### src/rtl/core/ibs_pkg.sv
package ibs_pkg;

	localparam int LEAD_SPACE_DEPTH = 16;
	localparam int CNT_W = $clog2(LEAD_SPACE_DEPTH + 1);
	localparam int IDX_W = (LEAD_SPACE_DEPTH > 1) ? $clog2(LEAD_SPACE_DEPTH) : 1;

	localparam logic [7:0] BYTE_NL    = 8'd10;
	localparam logic [7:0] BYTE_TAB   = 8'd9;
	localparam logic [7:0] BYTE_SP    = 8'd32;
	localparam logic [7:0] BYTE_OPEN  = 8'd91;
	localparam logic [7:0] BYTE_CLOSE = 8'd93;
	localparam logic [7:0] BYTE_NONE  = 8'd0;

	localparam logic KIND_CONTENT = 1'b0;
	localparam logic KIND_END     = 1'b1;

	localparam logic REG_WRAP = 1'b0;

	typedef struct packed {
		logic sep;
		logic close_blk;
		logic open_blk;
		logic lead;
		logic chr;
		logic fin_nl;
		logic fin_close;
	} plan_t;

endpackage

### src/rtl/core/indent_block_splitter.sv
// a request is registered into the phase and plan registers, and each of its results into the output register
// leading whitespace is replayed from a small buffer, one entry per cycle while the output is not stalled
// the input is stalled while a request's results are being sequenced out
// arst_n clears all line and block state and the wrap_brackets register
module indent_block_splitter (
	input  logic        clk,
	input  logic        arst_n,
	input  logic        in_valid,
	output logic        in_stall,
	input  logic [7:0]  data_byte,
	input  logic        final_byte,
	output logic        out_valid,
	input  logic        out_stall,
	output logic [7:0]  out_byte,
	output logic        out_kind,
	output logic        whitespace_truncated,
	output logic        last_of_run,
	input  logic        psel,
	input  logic        penable,
	input  logic        pwrite,
	input  logic [2:0]  paddr,
	input  logic [31:0] pwdata,
	output logic [31:0] prdata,
	output logic        pready
);

	localparam logic [3:0] PH_IDLE = 4'd0;
	localparam logic [3:0] PH_SEP  = 4'd1;
	localparam logic [3:0] PH_CBR  = 4'd2;
	localparam logic [3:0] PH_CEOB = 4'd3;
	localparam logic [3:0] PH_OBR  = 4'd4;
	localparam logic [3:0] PH_LEAD = 4'd5;
	localparam logic [3:0] PH_CHR  = 4'd6;
	localparam logic [3:0] PH_FNL  = 4'd7;
	localparam logic [3:0] PH_FBR  = 4'd8;
	localparam logic [3:0] PH_FEOB = 4'd9;

	function automatic logic [9:0] enables(input ibs_pkg::plan_t p, input logic wrap);
		logic [9:0] en;
		en          = '0;
		en[PH_SEP]  = p.sep;
		en[PH_CBR]  = p.close_blk && wrap;
		en[PH_CEOB] = p.close_blk;
		en[PH_OBR]  = p.open_blk && wrap;
		en[PH_LEAD] = p.lead;
		en[PH_CHR]  = p.chr;
		en[PH_FNL]  = p.fin_nl;
		en[PH_FBR]  = p.fin_close && wrap;
		en[PH_FEOB] = p.fin_close;
		return en;
	endfunction

	function automatic logic [3:0] pick(input logic [9:0] en, input logic [3:0] cur);
		logic [3:0] res;
		res = PH_IDLE;
		for (int i = 9; i >= 1; i--) begin
			if (en[i] && (4'(i) > cur))
				res = 4'(i);
		end
		return res;
	endfunction

	logic                         wrap_q;
	logic [ibs_pkg::LEAD_SPACE_DEPTH-1:0] kinds_q;
	logic [ibs_pkg::CNT_W-1:0]    lead_cnt_q;
	logic                         cut_q;
	logic                         at_start_q;
	logic                         begins_tab_q;
	logic                         seen_q;
	logic                         block_open_q;
	logic                         sep_pend_q;
	logic                         prev_blank_q;

	logic [3:0]                   phase_q;
	ibs_pkg::plan_t               plan_q;
	logic [7:0]                   byte_q;
	logic                         cut_main_q;
	logic                         cut_fin_q;
	logic [ibs_pkg::CNT_W-1:0]    lead_n_q;
	logic [ibs_pkg::IDX_W-1:0]    idx_q;

	logic                         out_valid_q;
	logic [7:0]                   out_byte_q;
	logic                         out_kind_q;
	logic                         out_cut_q;
	logic                         out_last_q;

	logic                         accept;
	logic                         is_nl;
	logic                         is_ws;
	logic                         text_start;
	logic                         tab_new;
	logic                         cont;
	logic                         overflow;
	ibs_pkg::plan_t               plan_in;
	logic [3:0]                   first_phase;
	logic                         adv;
	logic                         lead_stay;
	logic [3:0]                   next_phase;
	logic [7:0]                   res_byte;
	logic                         res_kind;
	logic                         res_cut;

	assign pready = 1'b1;
	assign prdata = {31'b0, wrap_q};

	assign in_stall             = (phase_q != PH_IDLE);
	assign accept               = in_valid && !in_stall;
	assign out_valid            = out_valid_q;
	assign out_byte             = out_byte_q;
	assign out_kind             = out_kind_q;
	assign whitespace_truncated = out_cut_q;
	assign last_of_run          = out_last_q;

	always_comb begin
		is_nl      = (data_byte == ibs_pkg::BYTE_NL);
		is_ws      = (data_byte == ibs_pkg::BYTE_TAB) || (data_byte == ibs_pkg::BYTE_SP);
		text_start = !is_nl && !seen_q && !is_ws;
		tab_new    = at_start_q ? (data_byte == ibs_pkg::BYTE_TAB) : begins_tab_q;
		cont       = tab_new && !prev_blank_q && block_open_q;
		overflow   = !is_nl && !seen_q && is_ws &&
			(lead_cnt_q >= ibs_pkg::CNT_W'(ibs_pkg::LEAD_SPACE_DEPTH));
		plan_in.sep       = (is_nl && !seen_q && block_open_q) ||
			(text_start && cont && sep_pend_q);
		plan_in.close_blk = text_start && !cont && block_open_q;
		plan_in.open_blk  = text_start && !cont;
		plan_in.lead      = text_start && (lead_cnt_q != '0);
		plan_in.chr       = !is_nl && (seen_q || text_start);
		plan_in.fin_nl    = final_byte && !is_nl && !seen_q && !text_start && block_open_q;
		plan_in.fin_close = final_byte && (block_open_q || text_start);
		first_phase = pick(enables(plan_in, wrap_q), PH_IDLE);
	end

	always_comb begin
		adv        = (phase_q != PH_IDLE) && (!out_valid_q || !out_stall);
		lead_stay  = (phase_q == PH_LEAD) &&
			((ibs_pkg::CNT_W'(idx_q) + ibs_pkg::CNT_W'(1)) < lead_n_q);
		next_phase = lead_stay ? PH_LEAD : pick(enables(plan_q, wrap_q), phase_q);
		res_byte   = ibs_pkg::BYTE_NONE;
		res_kind   = ibs_pkg::KIND_CONTENT;
		res_cut    = cut_main_q;
		case (phase_q)
			PH_SEP:  res_byte = ibs_pkg::BYTE_NL;
			PH_CBR:  res_byte = ibs_pkg::BYTE_CLOSE;
			PH_CEOB: res_kind = ibs_pkg::KIND_END;
			PH_OBR:  res_byte = ibs_pkg::BYTE_OPEN;
			PH_LEAD: res_byte = kinds_q[idx_q] ? ibs_pkg::BYTE_TAB : ibs_pkg::BYTE_SP;
			PH_CHR:  res_byte = byte_q;
			PH_FNL: begin
				res_byte = ibs_pkg::BYTE_NL;
				res_cut  = cut_fin_q;
			end
			PH_FBR: begin
				res_byte = ibs_pkg::BYTE_CLOSE;
				res_cut  = cut_fin_q;
			end
			PH_FEOB: begin
				res_kind = ibs_pkg::KIND_END;
				res_cut  = cut_fin_q;
			end
			default: res_byte = ibs_pkg::BYTE_NONE;
		endcase
	end

	// leading whitespace buffer, valid only below lead_cnt_q
	always_ff @(posedge clk) begin
		if (accept && !is_nl && !seen_q && is_ws && !overflow)
			kinds_q[lead_cnt_q[ibs_pkg::IDX_W-1:0]] <= (data_byte == ibs_pkg::BYTE_TAB);
	end

	always_ff @(posedge clk or negedge arst_n) begin
		if (!arst_n) begin
			wrap_q <= 1'b0;
		end else if (psel && penable && pwrite && (paddr[2] == ibs_pkg::REG_WRAP)) begin
			wrap_q <= pwdata[0];
		end
	end

	// line and block state
	always_ff @(posedge clk or negedge arst_n) begin
		if (!arst_n) begin
			lead_cnt_q   <= '0;
			cut_q        <= 1'b0;
			at_start_q   <= 1'b1;
			begins_tab_q <= 1'b0;
			seen_q       <= 1'b0;
			block_open_q <= 1'b0;
			sep_pend_q   <= 1'b0;
			prev_blank_q <= 1'b1;
		end else if (accept) begin
			if (final_byte) begin
				lead_cnt_q   <= '0;
				cut_q        <= 1'b0;
				at_start_q   <= 1'b1;
				begins_tab_q <= 1'b0;
				seen_q       <= 1'b0;
				block_open_q <= 1'b0;
				sep_pend_q   <= 1'b0;
				prev_blank_q <= 1'b1;
			end else if (is_nl) begin
				prev_blank_q <= !seen_q;
				if (block_open_q)
					sep_pend_q <= 1'b1;
				lead_cnt_q   <= '0;
				cut_q        <= 1'b0;
				at_start_q   <= 1'b1;
				begins_tab_q <= 1'b0;
				seen_q       <= 1'b0;
			end else begin
				at_start_q   <= 1'b0;
				begins_tab_q <= tab_new;
				if (text_start) begin
					block_open_q <= 1'b1;
					sep_pend_q   <= 1'b0;
					seen_q       <= 1'b1;
				end else if (!seen_q) begin
					if (overflow)
						cut_q <= 1'b1;
					else
						lead_cnt_q <= lead_cnt_q + ibs_pkg::CNT_W'(1);
				end
			end
		end
	end

	// result sequencer
	always_ff @(posedge clk or negedge arst_n) begin
		if (!arst_n) begin
			phase_q <= PH_IDLE;
		end else if (accept) begin
			phase_q <= first_phase;
		end else if (adv) begin
			phase_q <= next_phase;
		end
	end

	always_ff @(posedge clk) begin
		if (accept) begin
			plan_q     <= plan_in;
			byte_q     <= data_byte;
			cut_main_q <= is_nl ? cut_q : (cut_q || overflow);
			cut_fin_q  <= !is_nl && (cut_q || overflow);
			lead_n_q   <= lead_cnt_q;
			idx_q      <= '0;
		end else if (adv) begin
			if (lead_stay)
				idx_q <= idx_q + ibs_pkg::IDX_W'(1);
			else
				idx_q <= '0;
		end
	end

	always_ff @(posedge clk or negedge arst_n) begin
		if (!arst_n) begin
			out_valid_q <= 1'b0;
		end else if (adv) begin
			out_valid_q <= 1'b1;
		end else if (!out_stall) begin
			out_valid_q <= 1'b0;
		end
	end

	always_ff @(posedge clk) begin
		if (adv) begin
			out_byte_q <= res_byte;
			out_kind_q <= res_kind;
			out_cut_q  <= res_cut;
			out_last_q <= (next_phase == PH_IDLE);
		end
	end

	a_lead_in_range: assert property (@(posedge clk) disable iff (!arst_n)
		(phase_q == PH_LEAD) |-> ((lead_n_q != '0) &&
			(ibs_pkg::CNT_W'(idx_q) < lead_n_q)))
		else $error("lead replay index out of range");

	a_end_marker_zero: assert property (@(posedge clk) disable iff (!arst_n)
		(out_valid_q && (out_kind_q == ibs_pkg::KIND_END)) |->
			(out_byte_q == ibs_pkg::BYTE_NONE))
		else $error("end marker carries a nonzero byte");

	a_final_clears: assert property (@(posedge clk) disable iff (!arst_n)
		(accept && final_byte) |=> (!block_open_q && prev_blank_q && at_start_q &&
			(lead_cnt_q == '0)))
		else $error("final byte did not clear line and block state");

	a_no_skip_result: assert property (@(posedge clk) disable iff (!arst_n)
		(out_valid_q && out_stall) |=> out_valid_q)
		else $error("pending result dropped while stalled");

	a_lead_buffer_bound: assert property (@(posedge clk) disable iff (!arst_n)
		lead_cnt_q <= ibs_pkg::CNT_W'(ibs_pkg::LEAD_SPACE_DEPTH))
		else $error("leading whitespace count past buffer depth");

endmodule

### config.mk
export PLATFORM = sky130hd
export DESIGN_NAME = indent_block_splitter
export DESIGN_NICKNAME = d
export VERILOG_FILES = /design/src/rtl/core/ibs_pkg.sv /design/src/rtl/core/indent_block_splitter.sv
export SDC_FILE = /design/constraint.sdc
export NUM_CORES = 1
export LEC_CHECK = 0
export BUFFER_PORTS_ARGS = -buffer_cell sky130_fd_sc_hd__buf_4
export CAP_MARGIN = 10
export CORE_ASPECT_RATIO = 0.6
export CORE_UTILIZATION = 45
export CTS_CLUSTER_DIAMETER = 30
export DETAILED_ROUTE_END_ITERATION = 8
export PLACE_DENSITY = 0.69
export REMOVE_ABC_BUFFERS = 1
export SKIP_LAST_GASP = 1
export SYNTH_ARGS = -nofsm -noshare
export SYNTH_HDL_FRONTEND = slang
export SYNTH_SLANG_ARGS = --single-unit
### constraint.sdc
create_clock -name clk -period 5.6 [get_ports clk]
set_input_delay 0.28 -clock clk [delete_from_list [all_inputs] [get_ports clk]]
set_output_delay 0.28 -clock clk [all_outputs]
set_load 0.01 [all_outputs]
# Yosys cells after proc, flatten, opt, wreduce, memory -nomap -nowiden
# Index checks and enable logic that the tools add are counted.
op_classes:
  bitwise_logic: 1
  n_eq_ne: 18
  reduce_logical: 80
  magnitude_cmp: 14
  shifts: 0
  n_mux: 60
  add_sub_neg: 3
  multipliers: 0
  n_div: 0
op_table:
  columns: ["op", "n"]
  rows:
  - ["$mux W4", 22]
  - ["$logic_and A1 B1 Y1", 46]
  - ["$pmux W8 S5", 1]
  - ["$mux W1", 28]
  - ["$mux W5", 5]
  - ["$bwmux W16", 1]
  - ["$eq A4 B3 Y1 const B", 4]
  - ["$eq A8 B4 Y1 const B", 2]
  - ["$gt A3 B4 Y1 const A", 4]
  - ["$logic_not A1 Y1", 10]
  - ["$lt A4 B5 Y1 const B", 2]
  - ["$ne A3 B3 Y1 const B", 3]
  - ["$eq A4 B2 Y1 const B", 2]
  - ["$eq A4 B4 Y1 const B", 2]
  - ["$eq A8 B6 Y1 const B", 1]
  - ["$gt A2 B4 Y1 const A", 2]
  - ["$gt A4 B4 Y1 const A", 2]
  - ["$reduce_and A4 Y1", 2]
  - ["$logic_or A1 B1 Y1", 6]
  - ["$mux W6", 1]
  - ["$reduce_and A3 Y1", 2]
  - ["$reduce_bool A2 Y1", 3]
  - ["$reduce_bool A3 Y1", 2]
  - ["$reduce_or A2 Y1", 3]
  - ["other kinds (19)", 20]
totals:
  mem_count: 0
  latchBits: 0
  output_inout_bits: 46
  ramBits: 0
  ff_bits: 71
  romBits: 0

# Longest topological paths before layout
depth:
  ltp_word: 16
  ltp_mapped: 9

# Worst setup path before layout
# Ideal clock, no wire load.
synth_timing:
  path_kind: "register -> register"
  from: "register phase_q[2]"
  to: "register lead_cnt_q[1] (netlist name)"
  slack_ns: 3.015
  arrival_time_ns: 2.463
  stages_incl_launch_ff: 8
  period_less_slack_ns: 2.585
  path_cell_list: "dfrtp_1 clkbuf_1 nor4_2 nand2_1 inv_1 clkbuf_1 o21ai_0 a32o_1"
synth_via:
  elab_chain_cells: 4
synth_lines:
  columns: ["element", "line_no", "text"]
  rows:
  - ["start: declaration", "indent_block_splitter.sv:74", "logic [3:0] phase_q;"]
  - ["start signal: assignment", "indent_block_splitter.sv:231", "phase_q <= first_phase;"]
  - ["start signal: assignment", "indent_block_splitter.sv:233", "phase_q <= next_phase;"]
  - ["$reduce_bool A4 Y1", "indent_block_splitter.sv:107", "assign in_stall = (phase_q != PH_IDLE);"]
  - ["$logic_not A1 Y1", "indent_block_splitter.sv:108", "assign accept = in_valid && !in_stall;"]
  - ["$logic_and A1 B1 Y1", "indent_block_splitter.sv:108", null]
  - ["via accept", "indent_block_splitter.sv:88", "logic accept;"]
  - ["$reduce_and A4 Y1 (no source line)", null, null]
  - ["end signal: assignment", "indent_block_splitter.sv:220", "lead_cnt_q <= lead_cnt_q + ibs_pkg::CNT_W'(1);"]
  - ["end: declaration", "indent_block_splitter.sv:65", "logic [ibs_pkg::CNT_W-1:0] lead_cnt_q;"]
# The timed path passes the listed nets, and every way through them passes these cells.
# A chain may end at the register's enable or synchronous reset.

# Final worst setup path
layout_timing:
  from: "register phase_q[1]"
  to: "register lead_cnt_q[2] (netlist name)"
layout_via:
  elab_chain_cells: 4
layout_lines:
  columns: ["element", "line_no"]
  rows:
  - ["$reduce_bool A4 Y1", "indent_block_splitter.sv:107"]
  - ["$logic_not A1 Y1", "indent_block_splitter.sv:108"]
  - ["$logic_and A1 B1 Y1", "indent_block_splitter.sv:108"]
  - ["$reduce_and A4 Y1 (no source line)", null]
# No other way between the ends.

==> load_flow_metrics.sql <==
INSERT INTO impl_metrics (metric_group, metric, value, unit) VALUES
('timing', 'final.min_clock_period', '3.55', 'ns'),
('pwr', 'power.share.combinational', '28.3', '%'),
('timing', 'post-route-period-util', '63.5', '%'),
('cts', 'post-cts-setup-buffer-count', '0', ''),
('timing', 'rsz0062_at_grt', 'false', ''),
('timing', 'drv_slew', '0', ''),
('global_routing', 'gr-total-overflow', '0', ''),
('yosys', 'async_reset_ff_share', '25.4', '%'),
('cts', 'cts.root.buffer_cell', 'sky130_fd_sc_hd__clkbuf_16', ''),
('timing', 'finalSetupViolations', '0', ''),
('cts', 'hold_buffers', '1', ''),
('global_routing', 'grt_antenna_before_repair', '0', ''),
('cts', 'insertion_delay', '0.34', 'ns'),
('pwr', 'vdd.ir_drop.worst', '0.000174', 'V'),
('yosys', 'avgSynthCellArea', '10.4', 'µm²'),
('global_routing', 'grt_pass1_vias', '2623', ''),
('layout', 'growth_of_design_area_from_synthesis_to_finish', '13.1', '%'),
('cts', 'cts_max_level', '3', ''),
('yosys', 'ys_top_cells_by_area', 'sky130_fd_sc_hd__edfxtp_1 37%, sky130_fd_sc_hd__dfrtp_1 10%, sky130_fd_sc_hd__buf_4 6.2%', ''),
('die', 'x_dimension_of_the_die', '123', 'µm'),
('cts', 'clock_sink_count', '71', ''),
('timing', 'slew_headroom', '25.9', '%'),
('layout', 'most_frequent_cells_in_the_layout', '49 x sky130_fd_sc_hd__edfxtp_1, 43 x sky130_fd_sc_hd__nor2_1, 32 x sky130_fd_sc_hd__conb_1, 32 x sky130_fd_sc_hd__buf_4, 24 x sky130_fd_sc_hd__nand2_1', ''),
('cts', 'cts_tree', 'built', ''),
('run', 'cap_viol_max_count', '0', ''),
('yosys', 'synth_warnings', '0', ''),
('timing', 'fin_skew', '0.00707', 'ns'),
('pwr', 'pwr_density_cell', '449', 'nW/µm²'),
('cts', 'cts_resized', '0', ''),
('worst_setup_path', 'max_fanout_on_critical_path', '32', ''),
('global_routing', 'maximum_number_of_pins_on_one_net_before_global_route_repair', '33', ''),
('layout', 'final_net_count', '465', ''),
('pwr', 'report.power.total', '2.01', 'mW'),
('die', 'core.rowCount', '26', ''),
('yosys', 'synth_top_flop_cell', 'sky130_fd_sc_hd__edfxtp_1', ''),
('place', 'placement.io_buffers', '31', ''),
('timing', 'fmaxAchievable', '281', 'MHz'),
('yosys', 'netlist-cell-type-count', '64', ''),
('yosys', 'ys_seq_elements', '71', ''),
('pwr', 'p_int', '1.34', 'mW'),
('layout', 'n_antenna_cell', '0', ''),
('timing', 'timing_worst_slew_pin_value', '1.11', 'ns'),
('pwr', 'power.share.switching', '33.6', '%'),
('yosys', 'cell_count_after_synthesis', '381', ''),
('layout', 'fill_cells', '773', ''),
('drt', 'avgViaCountPerCell', '5.53', ''),
('pwr', 'share_seq_of_total_power', '41.3', '%'),
('place', 'gpl.final_weighted_congestion', '0.866', ''),
('drt', 'drt_pass1_iterations', '5', ''),
('pwr', 'p_leak', '1.74', 'nW'),
('run_status', 'status', 'finished, final reports clean', ''),
('cts', 'max-clock-path-buffers', '2', ''),
('yosys', 'yosysSeqAreaShare', '50.5', '%'),
('worst_setup_path', 'timing.critical_path.to_type', 'register', ''),
('die', 'fp.dieArea', '9210', 'µm²'),
('global_routing', 'grt_first_pass_wirelength', '13.8', 'mm'),
('drt', 'ant_nets', '0', ''),
('pwr', 'clock_power_share', '30.4', '%'),
('die', 'io_pins', '97', ''),
('cts', 'clk_transition_reported_paths', '0.06', 'ns'),
('worst_setup_path', 'worst-endpoint-required', '5.81', 'ns'),
('pwr', 'switching_power', '0.677', 'mW'),
('global_routing', 'global_route.usage.total', '20.7', '%'),
('worst_setup_path', 'critPathLaunchType', 'register', ''),
('timing', 'totalNegativeSetupSlack', '0', 'ns'),
('min_path', 'hp-class', 'in -> reg', ''),
('yosys', 'yosys.area.top_type_share', '37.1', '%'),
('drt', 'remaining_drc_errors', '0', ''),
('die', 'die_h', '74.7', 'µm'),
('yosys', 'area_of_the_mapped_netlist', '3970', 'µm²'),
('yosys', 'synth-edff-count', '49', '');
## power groups by stage
stage,clock network (mW),registers [mW],logic (mW)
detailed placement,0,0.840,0.560
finish,0.613,0.832,0.569
global route,0.648,0.853,0.631
global placement,0,0.834,0.550
floorplan,0,0.820,0.370
CTS,0.624,0.829,0.565
## final timing paths
check | startpoint | endpoint | slack (ns) | cells after the start
worst max-delay path | phase_q[1]$_DFFE_PN0P_ | lead_cnt_q[2]$_DFFE_PN0P_ | 2.05 | 5
max in group asynchronous | arst_n | prev_blank_q$_DFFE_PN1P_ | 4.96 | 2
worst max register to register | phase_q[1]$_DFFE_PN0P_ | lead_cnt_q[2]$_DFFE_PN0P_ | 2.05 | 5
min in group asynchronous | arst_n | phase_q[2]$_DFFE_PN0P_ | 0.35 | 2
worst min-delay path | data_byte[7] | byte_q[7]$_DFFE_PP_ | 0.14 | 1
worst min register to register | prev_blank_q$_DFFE_PN1P_ | prev_blank_q$_DFFE_PN1P_ | 0.51 | 2
## logic make-up after synthesis
| kind of cell | share of synthesized area [%] |
|---|---|
| buf+inv | 9.46 |
| xor+xnor | 0.662 |
| flops | 50.5 |
| compound gates | 15.4 |
| mux | 3.31 |
| fa+ha+maj | 2.84 |
| other cells | 0.189 |
| simple gates | 17.7 |
## Yosys cell counts, types with 4 or more instances
master and number:
sky130_fd_sc_hd__nand3_1 9, sky130_fd_sc_hd__edfxtp_1 49, sky130_fd_sc_hd__dfxtp_1 4, sky130_fd_sc_hd__nor2_1 43
sky130_fd_sc_hd__inv_1 17, sky130_fd_sc_hd__nand2b_1 15, sky130_fd_sc_hd__nand2_1 24, sky130_fd_sc_hd__nor3_1 7
sky130_fd_sc_hd__ha_1 9, sky130_fd_sc_hd__o31ai_1 4, sky130_fd_sc_hd__nor2b_1 4, sky130_fd_sc_hd__mux4_2 4
sky130_fd_sc_hd__a21oi_1 22, sky130_fd_sc_hd__o21ai_0 19, sky130_fd_sc_hd__a32o_1 4, sky130_fd_sc_hd__clkbuf_1 16
sky130_fd_sc_hd__nand3b_1 5, sky130_fd_sc_hd__buf_4 33, sky130_fd_sc_hd__or3b_2 4, sky130_fd_sc_hd__a31oi_1 4
sky130_fd_sc_hd__dfrtp_1 16
## final cells by class
type | instances | area [µm²] | area share [%]
repair buffers | 33 | 250 | 5.58
flip-flops and latches | 71 | 2000 | 44.7
well taps | 112 | 140 | 3.12
inverters | 17 | 63.8 | 1.42
clock buffers | 10 | 239 | 5.33
clock inverters | 5 | 82.6 | 1.84
multi-input cells | 273 | 1710 | 38.0
## layer usage
layer / vias to the layer above / wire [µm] / GRT usage, %
li1: 1377 / - / -
met1: 1391 / 4260 / 31.6
met2: 101 / 3440 / 27.9
met3: 11 / 583 / 5.83
met4: 0 / 110 / 6.83
met5: - / 0 / 0
## sequential cells by signal (all words and copies together) (netlist names), 4 cells and up
| name | cells |
|---|---|
| kinds_q | 16 |
| lead_cnt_q | 5 |
| plan_q | 7 |
| idx_q | 4 |
| lead_n_q | 5 |
| phase_q | 4 |
| out_byte | 8 |
| byte_q | 8 |
## stage by stage
stage / util, % / instances / hold WS (ns) / area (µm²) / worst slack (ns)
after CTS: 52.6 / 521 / 0.126 / 4490 / 2.07
after global routing: 52.6 / 521 / 0.130 / 4490 / 1.61
after floorplan: - / 361 / -0.0156 / 3770 / 2.97
after global placement: 48.8 / 505 / 0.170 / 4160 / 2.20
after detailed placement: 48.8 / 505 / 0.177 / 4160 / 2.08
final: 52.6 / 521 / 0.135 / 4490 / 2.05
## worst max-delay path, cell delays in order (launching register included)
cell and delay (ns):
sky130_fd_sc_hd__dfrtp_1 0.71, sky130_fd_sc_hd__nor4_2 0.60, sky130_fd_sc_hd__nand2_1 0.48, sky130_fd_sc_hd__inv_1 0.97, sky130_fd_sc_hd__nand2_1 0.28, sky130_fd_sc_hd__o41ai_1 0.37
No activity file was read; power rests on OpenSTA's default activity.
